[config.mk]
export PLATFORM = sky130hd
export DESIGN_NAME = mudalu_div
export DESIGN_NICKNAME = d
export VERILOG_FILES = /design/src/rtl/mudalu_pkg.sv /design/src/rtl/mudalu_div.sv
export SDC_FILE = /design/constraint.sdc
export NUM_CORES = 1
export LEC_CHECK = 0
export BUFFER_PORTS_ARGS = -buffer_cell sky130_fd_sc_hd__buf_2
export CAP_MARGIN = 0
export CORE_ASPECT_RATIO = 0.8
export CORE_MARGIN = 3
export CORE_UTILIZATION = 50
export CTS_CLUSTER_SIZE = 25
export DETAILED_ROUTE_END_ITERATION = 6
export PLACE_DENSITY = 0.79
export SETUP_SLACK_MARGIN = 0.05
export SYNTH_ARGS = -nofsm -noshare
export SYNTH_HDL_FRONTEND = slang
export SYNTH_SLANG_ARGS = --single-unit
[constraint.sdc]
create_clock -name clock -period 3.87 [get_ports clock]
set_input_delay 0 -clock clock [delete_from_list [all_inputs] [get_ports clock]]
set_output_delay 0 -clock clock [all_outputs]
set_load 0.01 [all_outputs]
[src/rtl/mudalu_pkg.sv]
`timescale 1ns / 1ps
package mudalu_pkg;
   localparam int TickBitsDefault = 32;

   typedef enum logic [2:0] {
      CMD_ADD = 3'd0,
      CMD_SUB = 3'd1,
      CMD_MUL = 3'd2,
      CMD_DIV = 3'd3,
      CMD_CMP = 3'd4,
      CMD_RAT = 3'd5
   } cmd_type;

   typedef struct packed {
      logic [2:0]         cmd;
      logic signed [31:0] a_ticks;
      logic [31:0]        a_unit;
      logic signed [31:0] b_ticks;
      logic [31:0]        b_unit;
      logic [31:0]        scalar;
   } req_type;

   typedef struct packed {
      logic signed [63:0] res_ticks;
      logic [31:0]        res_unit;
      logic               less;
      logic               equal;
      logic               status;
   } rsp_type;

   typedef struct packed {
      logic        start;
      logic [63:0] dividend;
      logic [63:0] divisor;
   } div_req_type;

   typedef struct packed {
      logic        busy;
      logic        done;
      logic [63:0] quotient;
      logic [63:0] remainder;
   } div_rsp_type;
endpackage

[src/rtl/mudalu_div.sv]
`timescale 1ns / 1ps
module mudalu_div
   import mudalu_pkg::*;
(
   input  logic        clock,
   input  logic        reset,
   input  div_req_type div_req,
   output div_rsp_type div_rsp
);
   logic [63:0] quo_ff, quo_in, rem_ff, rem_in, dsr_ff, dsr_in;
   logic [6:0]  cnt_ff, cnt_in;
   logic        busy_ff, busy_in, done_ff, done_in;
   logic [64:0] trial;

   always_comb begin
      quo_in  = quo_ff;
      rem_in  = rem_ff;
      dsr_in  = dsr_ff;
      cnt_in  = cnt_ff;
      busy_in = busy_ff;
      done_in = 1'b0;
      trial   = {rem_ff, quo_ff[63]} - {1'b0, dsr_ff};
      if (div_req.start) begin
         quo_in  = div_req.dividend;
         rem_in  = 64'd0;
         dsr_in  = div_req.divisor;
         cnt_in  = 7'd0;
         busy_in = 1'b1;
      end else if (busy_ff) begin
         if (!trial[64]) begin
            rem_in = trial[63:0];
         end else begin
            rem_in = {rem_ff[62:0], quo_ff[63]};
         end
         quo_in = {quo_ff[62:0], ~trial[64]};
         cnt_in = cnt_ff + 7'd1;
         if (cnt_ff == 7'd63) begin
            busy_in = 1'b0;
            done_in = 1'b1;
         end
      end
   end

   always_ff @(posedge clock) begin
      if (reset) begin
         busy_ff <= 1'b0;
         done_ff <= 1'b0;
         cnt_ff  <= 7'd0;
      end else begin
         busy_ff <= busy_in;
         done_ff <= done_in;
         cnt_ff  <= cnt_in;
      end
      quo_ff <= quo_in;
      rem_ff <= rem_in;
      dsr_ff <= dsr_in;
   end

   assign div_rsp.busy      = busy_ff;
   assign div_rsp.done      = done_ff;
   assign div_rsp.quotient  = quo_ff;
   assign div_rsp.remainder = rem_ff;
endmodule

Word level (Yosys, flattened, before mapping) --
Index checks and enable logic that the tools add are counted.
Operators by class: shifts and indexed selects 0, bitwise logic cells 2, add/subtract/negate cells 2, multiplexer cells 7, multiply operators 0, eq/ne operators 1, $lt $le $gt $ge 0, reduce and logical (&&, ||, !) cells 3, div/mod/pow operators 0
Operators with widths (number):
- 64-bit two-way mux | 3
- 65-bit by 64-bit subtractor with 65-bit output | 1
- 7-bit by 1-bit adder with 7-bit output (second input constant) | 1
- 7-bit by 6-bit equality test with 1-bit output (second input constant) | 1
- 1-bit two-way mux | 4
- 3-bit OR reduction | 1
- 1-bit inverter | 2
- 2-bit nonzero test | 1
- 2-bit OR reduction | 1
Word-level totals: register bits after elaboration 201, RAM bits 0, memories 0, ROM bits 0, bits of input ports 131, latch bits 0, output and inout bits 130

Longest topological paths before layout --
Gate-level depths: netlist (run 1).
depth in word-level cells 4, depth in mapped cells 16, depth with buffers taken out 13

Worst setup path before layout (run 1) --
No wires, ideal clock.
kind register to register, from register quo_ff[63], to register rem_ff[60], path slack 0.308 ns, required time 3.784 ns, cell stages (with the launch flop) 16, arrival 3.477 ns, path through edfxtp_1 -> inv_1 -> ha_1 -> fa_1 -> nand2b_1 -> a21o_1 -> a31o_4 -> o31ai_4 -> a211oi_2 -> nor4_4 -> or2_1 -> buf_4 -> xnor2_1 -> buf_6 -> or4_1 -> a211oi_1
On the way: word-level cells in the longest chain between the ends 2
Ends and longest elaborated chain:
- from (decl) | RTL line mudalu_div.sv:10 | logic [63:0] quo_ff, quo_in, rem_ff, rem_in, dsr_ff, dsr_in;
- from (signal assigned) | RTL line mudalu_div.sv:54 | quo_ff <= quo_in;
- 65-bit by 64-bit subtractor with 65-bit output | RTL line mudalu_div.sv:22 | trial = {rem_ff, quo_ff[63]} - {1'b0, dsr_ff};
- 64-bit two-way mux | RTL line mudalu_div.sv:30 | if (!trial[64]) begin
- to (signal assigned) | RTL line mudalu_div.sv:55 | rem_ff <= rem_in;
- to (decl) | RTL line mudalu_div.sv:10
No other way between the ends. A chain may end at the register's enable or synchronous reset.

Final worst setup path (run 1) --
from register quo_ff[63], to register rem_ff[1]
The elaborated chain is that of the path after synthesis.

==> results of run 1 <==
stage by stage:
| step | util | instances | hold WS [ps] | cell area (um^2) | setup slack, ps |
|---|---|---|---|---|---|
| after floorplan | - | 1241 | 72.4 | 11900 | 308 |
| after global placement | 0.589 | 1757 | 172 | 13500 | 198 |
| after detailed placement | 0.589 | 1757 | 178 | 13500 | 80.2 |
| after CTS | 0.676 | 1927 | 159 | 15500 | 96.9 |
| after global routing | 0.679 | 1930 | 186 | 15600 | 50.9 |
| final | 0.679 | 1932 | 179 | 15600 | 222 |
logic make-up after synthesis:
kind of cell    Yosys count
fa+ha+maj                66
buf+inv                 155
simple gates            375
mux                      74
flops                   201
xor+xnor                 61
compound gates          309
area by class of cell:
class / count / area, um^2 / area share
sequential: 201 / 5310 / 0.341
antenna: 2 / 5.00 / 0.000321
clock buffer: 23 / 554 / 0.0356
multi-input combinational: 885 / 6030 / 0.387
timing repair buffer: 410 / 2820 / 0.181
inverter: 88 / 330 / 0.0212
clock inverter: 17 / 145 / 0.00932
tap: 306 / 383 / 0.0246
path summary, 6_finish.rpt:
path	endpoint	slack, ps	cells after the start
setup / recovery	rem_ff[1]	220	15
hold / removal	dsr_ff[3]	180	2
setup reg to reg	rem_ff[1]	220	15
hold reg to reg	cnt_ff[5]	490	2
what timing repair did:
item | 4_1_cts | 5_1_grt
gates resized for setup | 1 | 8
setup endpoints to repair | 6 | 57
hold buffers | 130 | 0
hold endpoints to repair | 177 | 0
pin swaps | 0 | 3
setup buffers | 0 | 2
gates cloned | 0 | 1
cell usage in the layout, fill, tap and decap left out, types with 7 or more instances in the layout:
cell type / count
a21o_1: 26
a21oi_1: 90
a311oi_1: 41
a31oi_1: 11
and2_1: 7
and3_1: 8
and4_1: 7
buf_2: 259
buf_4: 15
clkbuf_16: 23
clkinv_2: 7
dfxtp_1: 72
dlygate4sd3_1: 130
edfxtp_1: 128
ha_1: 65
inv_1: 87
mux2_2: 63
mux2i_1: 11
nand2_1: 162
nand2b_1: 9
nand3_1: 25
nand4_1: 22
nor2_1: 87
nor3_1: 12
nor3b_1: 7
o21ai_0: 57
o21bai_1: 20
xnor2_1: 33
xor2_1: 26
flip-flops by register name, indices dropped and copies added, names as in the netlist:
name and count:
busy_ff 1, cnt_ff 7, done_ff 1, dsr_ff 64
quo_ff 64, rem_ff 64
power by group:
part,switching [mW],total [mW],internal [mW]
registers,0.137,2.63,2.50
logic,1.07,1.85,0.782
clock network,0.916,2.04,1.12
routing by layer:
metal	global-route usage	up-vias	part of all wire
met4	0.0980	0	0.039
li1	-	5258	-
met2	0.441	575	0.46
met3	0.0451	95	0.084
met5	0	-	0
met1	0.368	5329	0.41
==> results.cfg, run 1 <==
[logic_synthesis]
synth_top_family_by_area = compound AO/OA/AOI/OAI gates
muxShareOfSynthArea = 0.0687
syn_nets = 1438
synth-compound-area-share = 0.174
synth_most_common_cell = nand2_1
synth-simple-area-share = 0.146
synthCells = 1241
yosysTopAreaCell = edfxtp_1
ys_ff_latch = 201
synth_edf_count = 128
avgSynthCellArea_um2 = 9.61
yosys.cell_types.count = 73
syn-cell-area_um2 = 11900
synth_xor_area_frac = 0.0448
ys_async_sr_fraction = 0
ys_top_cells_by_count = 163 x nand2_1, 128 x edfxtp_1, 90 x a21oi_1
ys_seq_area_frac = 0.445
ys.flop_type = edfxtp_1
synthTopCellsByArea = edfxtp_1 32%, dfxtp_1 12%, ha_1 6.8%
yosys.area_share.adder = 0.0699
yosys_warnings = 0
synth.top_cell.area_share = 0.322

[worst_setup_path]
criticalPathCategory = register to register
cp-startpoint = quo_ff[63]
cp_top_family = compound AO/OA/AOI/OAI gates
reg2reg_from = quo_ff[63]
critPathArrivalTime_ps = 4070
end_kind = register
path_cells = inv_1, ha_1, fa_1, nand2b_1, a21o_1, a31o_4, o31ai_4, a211oi_4, nor4_4, nor2_2, xnor2_2, buf_4, clkbuf_16, nand2_1, a32o_1
startpoint_type = register
path_buf_inv = 3
slowest_stage = fa_1
cpPeakStageDelay_ps = 390
worstPathMaxFanout = 15
worstPathRequired_ps = 4290

[timing]
fin_crit_ps = 3650
slew_violations = 0
fin_skew_ps = 19.4
post-route-period-util = 0.943
fmax_mhz = 274
setup_violations = 0
worst_pin_slew_ps = 1000
fin_tns_setup_ps = 0
slew_headroom = 0.333
hold_viol = 0
rsz0062_at_grt = false

[die]
fp-row-count = 49
start_util = 0.520
fp.dieW_um = 179
die-area_um2 = 25700
ios = 261
fp.coreArea_um2 = 22900
die_h_um = 144

[global_route]
overflow = 0
grt_pass1_vias = 10800
antenna_found_initial = 0
grt_usage = 0.271
grt_pass1_wl_um = 56200
grt_max_degree = 97

[detailed_routing]
routed_wl_um = 36800
vias = 11300
route.detailed.drc = 0
ant_nets = 0
drtIter0Drc = 1181
dr.pass1.iters = 5
post_drt_wl_per_cell_um = 19.1
vias_per_cell = 5.83

[placed_design]
dp_hpwl_um = 24300
port_buffers = 260
routabilityCongestion = 0.942

[cells_and_area]
area_growth_pct = 30.7
drive_gt1_frac = 0.246
final.fill_count = 1751
nets = 1805

[power_and_ir_drop]
power_mw = 6.53
p_leak_nw = 6.79
peakVddDrop_mv = 0.504
p_per_area_nw_per_um2 = 419

[job]
drv_cap = 0

[cts]
clock-sinks = 201
cts_tree = built
clk_latency_ps = 530
h-tree-depth = 1
cts_root_buf = clkbuf_16
cts_buffers = 22
clk_pin_slew_worst_paths_ps = 60
clock_path_buffers = 3

[hold_path]
worstHoldPathType = input port to register
hp-start = div_req[3]

[outcome]
status = completed
Note: power is estimated with default switching activity, not from simulation.
==> run 2, diff against run 1 <==
--- a/config.mk
+++ b/config.mk
@@ -7,12 +7,14 @@
 export LEC_CHECK = 0
 export BUFFER_PORTS_ARGS = -buffer_cell sky130_fd_sc_hd__buf_2
 export CAP_MARGIN = 0
+export CELL_PAD_IN_SITES_DETAIL_PLACEMENT = 0
+export CELL_PAD_IN_SITES_GLOBAL_PLACEMENT = 2
 export CORE_ASPECT_RATIO = 0.8
 export CORE_MARGIN = 3
-export CORE_UTILIZATION = 50
+export CORE_UTILIZATION = 34
 export CTS_CLUSTER_SIZE = 25
 export DETAILED_ROUTE_END_ITERATION = 6
-export PLACE_DENSITY = 0.79
+export PLACE_DENSITY = 0.86
 export SETUP_SLACK_MARGIN = 0.05
 export SYNTH_ARGS = -nofsm -noshare
 export SYNTH_HDL_FRONTEND = slang
==> run 2 against run 1 <==
Net effect:
- die area increased by 45%
- global-route usage decreased by 7.2 points
- critical path depth decreased by 1
- final cell count increased by 9.1%
- largest cell class unchanged
- highest routed layer unchanged
==> results.cfg, run 2 (synthesis results as in run 1) <==
[detailed_routing]
dr.pass1.iters = 5
route.detailed.drc = 0
drtIter0Drc = 804
vias_per_cell = 5.11
routed_wl_um = 38800
post_drt_wl_per_cell_um = 18.4
vias = 10800
ant_nets = 0

[worst_setup_path]
endpoint = rem_ff[14]
worstPathMaxFanout = 35
path_cells = inv_1, ha_1, fa_1, nand2b_1, a21o_1, a31o_4, o31ai_4, a211oi_2, nor4_4, nor2_1, xnor2_2, buf_12, nand3b_1, a311oi_1
cp-startpoint = quo_ff[63]
r2r_end = rem_ff[14]
end_kind = register
criticalPathCategory = register to register
critPathArrivalTime_ps = 4060
cpPeakStageDelay_ps = 410
startpoint_type = register
regToRegSetupSlack_ps = 260
slowest_stage = fa_1
r2r_cells = 14
worstPathRequired_ps = 4310
reg2reg_from = quo_ff[63]

[timing]
fin_skew_ps = 26.1
hold_ws_ps = 165
worst_pin_slew_ps = 947
fin_crit_ps = 3610
hold_viol = 0
fin_tns_setup_ps = 0
setup_violations = 0
rsz0062_at_grt = false
slew_headroom = 0.368
slew_violations = 0
fmax_mhz = 277
post-route-period-util = 0.934

[die]
fp.coreArea_um2 = 34100
fp-row-count = 60
die_h_um = 173
ios = 261
fp.dieW_um = 215
die-area_um2 = 37400
start_util = 0.350

[global_route]
grt_pass1_wl_um = 60900
gr-usage-met3 = 0.0482
grt_use_met1 = 0.286
overflow = 0
grt_pass1_vias = 10800
use_met2 = 0.308
grt_max_degree = 113
grt_usage = 0.200
busiest_layer = met2
antenna_found_initial = 1

[power_and_ir_drop]
power_frac_seq = 0.377
intPower_mw = 4.84
power_frac_comb = 0.264
peakVddDrop_mv = 0.303
switching_share = 0.308
clkPwrFrac = 0.358
p_per_area_nw_per_um2 = 436
p_leak_nw = 6.93
switching_power_mw = 2.16

[cells_and_area]
nets = 1821
final.fill_count = 3297
ff_latch_area_um2 = 5310
multi_input_area_um2 = 6030
area_growth_pct = 34.6
final_common_cell = buf_2
drive_gt1_frac = 0.250
instances_no_fill = 2108
final_cell_mix = 259 x buf_2, 162 x nand2_1, 133 x dlygate4sd3_1
reg.largest.list = dsr_ff: 64 flops, quo_ff: 64 flops, rem_ff: 64 flops

[placed_design]
dp_hpwl_um = 27400
routabilityCongestion = 0.880
dp.cells = 1929
port_buffers = 260

[cts]
clock_path_buffers = 3
cts_tree = built
clk_pin_slew_worst_paths_ps = 60
clock-sinks = 201
cts_buffers = 24
h-tree-depth = 1
clk_latency_ps = 550
cts_root_buf = clkbuf_16

[outcome]
status = completed

[job]
drv_cap = 0

[hold_path]
worstHoldPathType = input port to register
run 2: cell count changes in the layout (fill, tap and decap cells not counted), moves of 2 or more:
cell / before / now
buf_4: 15 / 25
clkbuf_1: 1 / 6
buf_8: 2 / 0
dlygate4sd3_1: 130 / 133
buf_12: 2 / 5
bufinv_16: 1 / 6
clkinv_2: 7 / 2
run 2: layout make-up:
type | instances | area share
diodes | 1 | 0.000156
multi-input cells | 885 | 0.376
clock buffers | 30 | 0.0388
inverters | 88 | 0.0206
clock inverters | 14 | 0.0147
flip-flops and latches | 201 | 0.331
repair buffers | 424 | 0.183
well taps | 465 | 0.0363
run 2: worst min-delay path by stage:
stage                     cells past startpoint  slack [ps]         end        start
after floorplan                               1          70     busy_ff        reset
after global placement                        2         170     busy_ff        reset
after detailed placement                      2         170     busy_ff        reset
after CTS                                     2         130   dsr_ff[7]   div_req[7]
after global routing                          2         150  dsr_ff[13]  div_req[13]
final                                         2         160   dsr_ff[2]   div_req[2]
run 2: metal layers:
| layer | part of all wire | vias to the layer above |
|---|---|---|
| li1 | - | 5298 |
| met1 | 0.48 | 5110 |
| met2 | 0.44 | 317 |
| met3 | 0.066 | 54 |
| met4 | 0.019 | 0 |
| met5 | 0 | - |
run 2: power groups by stage:
stage / Sequential (mW) / Clock, mW / Combinational (mW)
4_1_cts: 2.63 / 2.56 / 1.83
3_5_place_dp: 2.68 / 0 / 1.72
3_3_place_gp: 2.67 / 0 / 1.71
2_1_floorplan: 2.70 / 0 / 1.08
5_1_grt: 2.66 / 2.64 / 2.04
6_report: 2.64 / 2.50 / 1.85
run 2: critical path: cells and delay by family, from the launching register on:
family,cells,cell delay (ps)
flip-flops,1,380
AND/OR/NAND/NOR,4,710
AO/OA/AOI/OAI,5,1150
buffers and inverters,2,310
adder cells (fa/ha/maj),2,630
XOR/XNOR,1,310
run 2: metrics by stage:
step / instance area, um^2 / util / worst slack, ps / total power, mW
5_1_grt: 16000 / 0.471 / 49.8 / 7.34
6_report: 16000 / 0.471 / 256 / 6.99
2_1_floorplan: 11900 / - / 308 / 3.78
3_5_place_dp: 13800 / 0.406 / 97.0 / 4.39
3_3_place_gp: 13800 / 0.406 / 228 / 4.38
4_1_cts: 16000 / 0.470 / 53.6 / 7.03
run 2: timing repair:
| action | CTS | global route |
|---|---|---|
| gates resized for setup | 0 | 5 |
| buffers inserted | 0 | 1 |
| endpoints found under the setup margin | 0 | 54 |
| hold buffers | 133 | 0 |
| endpoints found under the hold margin | 158 | 0 |
==> run 3, diff against run 2 <==
--- a/config.mk
+++ b/config.mk
@@ -9,7 +9,7 @@
 export CAP_MARGIN = 0
 export CELL_PAD_IN_SITES_DETAIL_PLACEMENT = 0
 export CELL_PAD_IN_SITES_GLOBAL_PLACEMENT = 2
-export CORE_ASPECT_RATIO = 0.8
+export CORE_ASPECT_RATIO = 0.5
 export CORE_MARGIN = 3
 export CORE_UTILIZATION = 34
 export CTS_CLUSTER_SIZE = 25
==> run 3 against run 2 <==
Net effect:
- fmax is 0.16% lower
- wire length is 4.3% lower
- critical path type unchanged
- largest cell class unchanged
- setup slack worse by 6.0 ps
- sequential share of layout area is 0.30 points higher
- clock skew is 4.7 ps lower
- non-clock buffer count is 5 lower
- hold slack worse by 110 ps
- sequential power hardly changed
- flip-flop and latch count stayed put
==> results.cfg, run 3 (synthesis results as in run 1) <==
[worst_setup_path]
criticalPathCategory = register to register
end_kind = register
critPathArrivalTime_ps = 4060
startpoint_type = register
regToRegSetupSlack_ps = 250
r2r_end = rem_ff[62]
r2r_cells = 14
reg2reg_from = quo_ff[63]
worstPathRequired_ps = 4310
worstPathMaxFanout = 30

[cells_and_area]
drive_gt1_frac = 0.247
nets = 1814
reg.largest.list = dsr_ff: 64 flops, quo_ff: 64 flops, rem_ff: 64 flops
final_cell_mix = 259 x buf_2, 162 x nand2_1, 129 x dlygate4sd3_1
instances_no_fill = 2100
area_growth_pct = 33.4
final_common_cell = buf_2

[job]
drv_cap = 0

[cts]
cts_tree = built
clock_path_buffers = 3
clk_latency_ps = 550
h-tree-depth = 1
cts_root_buf = clkbuf_16
clk_pin_slew_worst_paths_ps = 70
cts_buffers = 22
clock-sinks = 201

[timing]
worst_pin_slew_ps = 942
fmax_mhz = 276
fin_tns_setup_ps = 0
rsz0062_at_grt = false
hold_ws_ps = 50.5
slew_violations = 0
slew_headroom = 0.372
setup_violations = 0
fin_skew_ps = 21.5
fin_crit_ps = 3620
post-route-period-util = 0.935
hold_viol = 0

[detailed_routing]
ant_nets = 0
dr.pass1.iters = 5
post_drt_wl_per_cell_um = 17.7
vias_per_cell = 5.16
vias = 10800
route.detailed.drc = 0
drtIter0Drc = 723
routed_wl_um = 37100

[power_and_ir_drop]
switching_power_mw = 2.13
p_leak_nw = 6.87
power_mw = 6.80
intPower_mw = 4.67
clkPwrFrac = 0.345
p_per_area_nw_per_um2 = 427
power_frac_seq = 0.388
peakVddDrop_mv = 0.270
power_frac_comb = 0.267
switching_share = 0.313

[die]
fp.coreArea_um2 = 33800
die_h_um = 138
fp-row-count = 47
start_util = 0.353
ios = 261
fp.dieW_um = 271
die-area_um2 = 37500

[global_route]
grt_pass1_wl_um = 59400
grt_usage = 0.193
grt_pass1_vias = 10900
antenna_found_initial = 2
grt_max_degree = 74
overflow = 0

[placed_design]
dp_hpwl_um = 26500
port_buffers = 260
routabilityCongestion = 0.859
dp.cells = 1928

[hold_path]
whs_path_depth = 2
hold-path-endpoint = quo_ff[2]
hp-start = div_req[128]
worstHoldPathType = input port to register

[outcome]
status = completed
-- run 3: how the worst max path moves through the flow --
stage / start / end / slack, ps / cells past startpoint
global route: quo_ff[63] / rem_ff[49] / 40 / 14
floorplan: quo_ff[63] / rem_ff[60] / 310 / 15
CTS: quo_ff[63] / rem_ff[25] / 140 / 14
detailed placement: quo_ff[63] / rem_ff[35] / 90 / 14
finish: quo_ff[63] / rem_ff[62] / 250 / 14
global placement: quo_ff[63] / rem_ff[22] / 250 / 14
-- run 3: per-stage QoR --
step	area (um^2)	util	worst slack, ps
floorplan	11900	-	308
global placement	13800	0.408	251
detailed placement	13800	0.408	86.1
CTS	15900	0.470	137
global route	15900	0.470	36.7
finish	15900	0.470	250
-- run 3: final cells by class --
class / count / area, um^2
tap: 465 / 582
antenna: 2 / 5.00
sequential: 201 / 5310
multi-input combinational: 885 / 6020
timing repair buffer: 419 / 2860
clock buffer: 24 / 558
fill: 3173 / 17900
inverter: 88 / 330
clock inverter: 16 / 236
-- run 3: power by group through the flow --
stage	Sequential (mW)	Combinational (mW)	Clock (mW)
2_1_floorplan	2.70	1.08	0
5_1_grt	2.66	2.01	2.49
3_3_place_gp	2.68	1.68	0
3_5_place_dp	2.68	1.69	0
4_1_cts	2.64	1.80	2.41
6_report	2.64	1.82	2.34
-- run 3: timing repair --
| action | 4_1_cts | 5_1_grt |
|---|---|---|
| hold buffers | 129 | 0 |
| endpoints found under the hold margin | 137 | 0 |
| buffers inserted | 0 | 1 |
| gates resized for setup | 1 | 5 |
| setup endpoints to repair | 1 | 54 |
| pin swaps | 0 | 1 |
-- run 3: routing by layer --
| metal | routed length (um) | GRT usage | part of all wire | vias to the layer above |
|---|---|---|---|---|
| met5 | 0 | 0 | 0 | - |
| li1 | - | - | - | 5286 |
| met4 | 626 | 0.0363 | 0.017 | 0 |
| met1 | 17200 | 0.266 | 0.46 | 5198 |
| met2 | 17100 | 0.316 | 0.46 | 318 |
| met3 | 2150 | 0.0410 | 0.058 | 44 |
-- run 3: critical path: stages, from the launching register on --
cell and delay, ps:
edfxtp_1 360, inv_1 50, ha_1 230, fa_1 410, nand2b_1 180, a21o_1 220
a31o_4 260, o31ai_4 260, a211oi_2 150, nor4_4 310, nor2_1 150, xnor2_2 260
buf_12 250, o21ai_0 140, o221a_2 270
